<file path="src/psev_ram.sv">
`timescale 1ns / 1ps

module psev_ram #(
   parameter int WIDTH = 32,
   parameter int DEPTH = 128
) (
   input  logic                     clock,
   input  logic                     wr_en,
   input  logic [$clog2(DEPTH)-1:0] wr_addr,
   input  logic [WIDTH-1:0]         wr_data,
   input  logic                     rd_en,
   input  logic [$clog2(DEPTH)-1:0] rd_addr,
   output logic [WIDTH-1:0]         rd_data
);

   logic [WIDTH-1:0] mem_ff [DEPTH];
   logic [WIDTH-1:0] rd_data_ff;

   always_ff @(posedge clock) begin
      if (wr_en) begin
         mem_ff[wr_addr] <= wr_data;
      end
      if (rd_en) begin
         rd_data_ff <= mem_ff[rd_addr];
      end
   end

   assign rd_data = rd_data_ff;

endmodule

</file>
<file path="config.mk">
export PLATFORM = sky130hd
export DESIGN_NAME = psev_ram
export DESIGN_NICKNAME = d
export VERILOG_FILES = /design/src/psev_ram.sv
export SDC_FILE = /design/constraint.sdc
export NUM_CORES = 2
export LEC_CHECK = 0
export BUFFER_PORTS_ARGS = -buffer_cell sky130_fd_sc_hd__buf_2
export CORE_MARGIN = 4
export CORE_UTILIZATION = 59
export CTS_CLUSTER_SIZE = 10
export DETAILED_ROUTE_END_ITERATION = 7
export HOLD_SLACK_MARGIN = 0.02
export PLACE_DENSITY = 0.73
export SLEW_MARGIN = 20
export SYNTH_ARGS = -nofsm -noshare
export SYNTH_HDL_FRONTEND = slang
export SYNTH_SLANG_ARGS = --single-unit
</file>
<file path="constraint.sdc">
create_clock -name clock -period 4.3 [get_ports clock]
set_input_delay 0.43 -clock clock [delete_from_list [all_inputs] [get_ports clock]]
set_output_delay 0.43 -clock clock [all_outputs]
set_load 0.02 [all_outputs]
</file>
==> flow_summary.ini <==
[synth]
synth_area_leaders = edfxtp_1 (79%), mux4_2 (19%), clkbuf_1 (0.44%)
synth_top_area_share_pct = 79.2
yosysUniqueCellTypes = 16
synth_seq_cells = 4128
synth_xor_xnor_area_share_pct = 0
synthMuxAreaShare_pct = 19.6
synth_top_family_by_area = multiplexers
synth-compound-area-share_pct = 0
syn_inst = 5990
syn_area_mm2 = 0.157
synth_nets = 6039
seq_area_frac_synth_pct = 79.2
synth-simple-area-share_pct = 0.445
synth_top_cell_by_area = edfxtp_1
avgSynthCellArea_um2 = 26.1
synthAdderAreaFrac_pct = 0
yosysWarningCount = 0

[power]
p_leak_nw = 54.4
combPwrFrac_pct = 5.5
p_seq_share_pct = 54.2
clockPowerShare_pct = 40.3
switching_share_pct = 21.0
p_int_mw = 65.1
p_sw_mw = 17.3
p_per_area_mw_per_mm2 = 465
fin_total_pwr_mw = 82.4
peakVddDrop_uv = 438

[detailed_routing]
drc = 0
drtIter0Drc = 13700
firstDrtPassIters = 6
viasPerCell = 7.27
num_vias = 74200
wl_um = 435000
wl_per_cell_um = 42.7
ant_nets = 0

[placed_design]
dpl.hpwl_um = 233000
place_congestion = 0.828
dp_slack_ns = 0.380
place_area_mm2 = 0.165
port_buffers = 80

[sta]
tightest_slew_ns = 1.21
fin_crit_sh_pct = 71.3
drv_slew = 0
period_needed_ns = 3.07
fin_worst_skew_ns = 0.0598
timing.hold.ws_ns = 0.0841
max_freq_ghz = 0.326
finalSetupViolCount = 0
relSlewSlack_pct = 19.2
final_hold_viol_count = 0
setup_ws_ns = 1.23
setup_tns_ns = 0
rsz0062_at_grt = no

[critical_path]
end_kind = register
critPathMaxStageDelay_ns = 0.68
cp.required_ns = 4.96
critPathLaunchType = input port
crit_buf_inv = 5
worstPathCellList = buf_12 > buf_12 > buf_12 > buf_12 > buf_12 > mux4_2 > mux4_2 > mux4_2 > mux2_2
crit_slowest_cell = mux4_2
path_class = input port to register
cp_max_fo = 28
critPathLaunch = rd_addr[0]
timing.critical_path.mode_cell = buf_12
cp_top_family = multiplexers
cp.arrival_ns = 3.73
reg2reg_from = mem_ff[87][3]

[clock_network]
clock_sinks = 4128
clkSlewWorstSetupHoldPaths_ns = 0.05
cts_tree = yes
h-tree-depth = 5
post_cts_buffers = 0
numCtsBuffers = 456
clk_path_buf_depth = 4
insertion_delay_ns = 0.95
root_buffer = clkbuf_16

[die]
fp.dieH_um = 523
design.core.area_mm2 = 0.263
initial_core_util_pct = 59.5
dieArea_mm2 = 0.274
core.rowCount = 188
io_pins = 81
die_w_um = 523

[global_routing]
grt_usage_pct = 32.2
grt_pass1_vias = 75100
grt_pass1_wl_um = 603000
antenna_found_initial = 72
grt_max_degree = 99
grt-ovfl-total = 0

[cells_and_area]
area_growth_pct = 13.1
drive_gt1_share_pct = 36.8
num-fill-cells = 15100
ff_latch_area_mm2 = 0.124
fin_nets = 6636
final_area_mm2 = 0.177
final_cell_mix = edfxtp_1 (4128), mux4_2 (1344), clkbuf_16 (461), buf_4 (314), nor2_4 (119)
multi_input_area_mm2 = 0.0323
mostFrequentLayoutCell = edfxtp_1

[flow_run]
max_cap_viol_count = 0

[hold_path]
hold_path_class = input port to register
holdCritStartpoint = wr_data[0]

[status]
outcome = complete, no violations
synth_stat cells:
master	count
buf_1	50
buf_2	79
buf_4	3
buf_6	2
clkbuf_1	182
edfxtp_1	4128
mux2_2	32
mux4_2	1344
nand2_1	14
nand2b_1	2
nand3_1	12
nand4_1	3
nor2_1	122
nor2b_1	7
nor3_1	9
or3_1	1
stage by stage:
step,utilization [%],cells
2_1_floorplan,-,5990
3_3_place_gp,62.7,9634
3_5_place_dp,62.7,9634
4_1_cts,67.2,10100
5_1_grt,67.3,10200
6_report,67.3,10200
flip-flops by register name, indices dropped and copies added, names as in the netlist:
signal / count
mem_ff: 4096
rd_data: 32
layer usage:
metal | part of all wire (%) | vias to the layer above | track usage [%]
met5 | 0.031 | - | 0
met4 | 5.9 | 22 | 16.0
met3 | 13 | 1045 | 7.42
met2 | 48 | 6347 | 49.8
met1 | 33 | 39400 | 44.2
li1 | - | 27400 | -
layout make-up:
cell class	instances	area share, %
repair buffers	455	2.54
multi-input cells	1546	18.2
well taps	3515	2.48
flip-flops and latches	4128	70.0
clock buffers	476	6.54
diodes	68	0.0960
clock inverters	18	0.157
cells by family (layout without fill, tap and decap cells):
family                 after synthesis  count (layout)
buffers and inverters              316             949
DFF                               4128            4128
muxes                             1376            1376
other                                0              68
and+or+nand+nor                    170             170
repair_timing:
action | CTS | global route
hold endpoints to repair | 45 | 69
gates resized for setup | 0 | 0
hold buffers | 2 | 4
path summary, 6_finish.rpt:
check,to,slack (ns),cells past startpoint
worst max-delay path,rd_data[3],1.23,9
worst min-delay path,mem_ff[106][0],0.08,1
worst max register to register,rd_data[3],1.47,4
worst min register to register,rd_data[5],1.22,4
power by group through the flow:
stage	combinational [mW]	clock [mW]	sequential, mW
floorplan	2.14	0	45.4
global placement	4.33	0	45.5
detailed placement	4.42	0	45.5
CTS	4.47	33.4	44.7
global route	4.64	35.2	44.6
finish	4.53	33.2	44.7
Note: power is estimated with default switching activity, not from simulation.
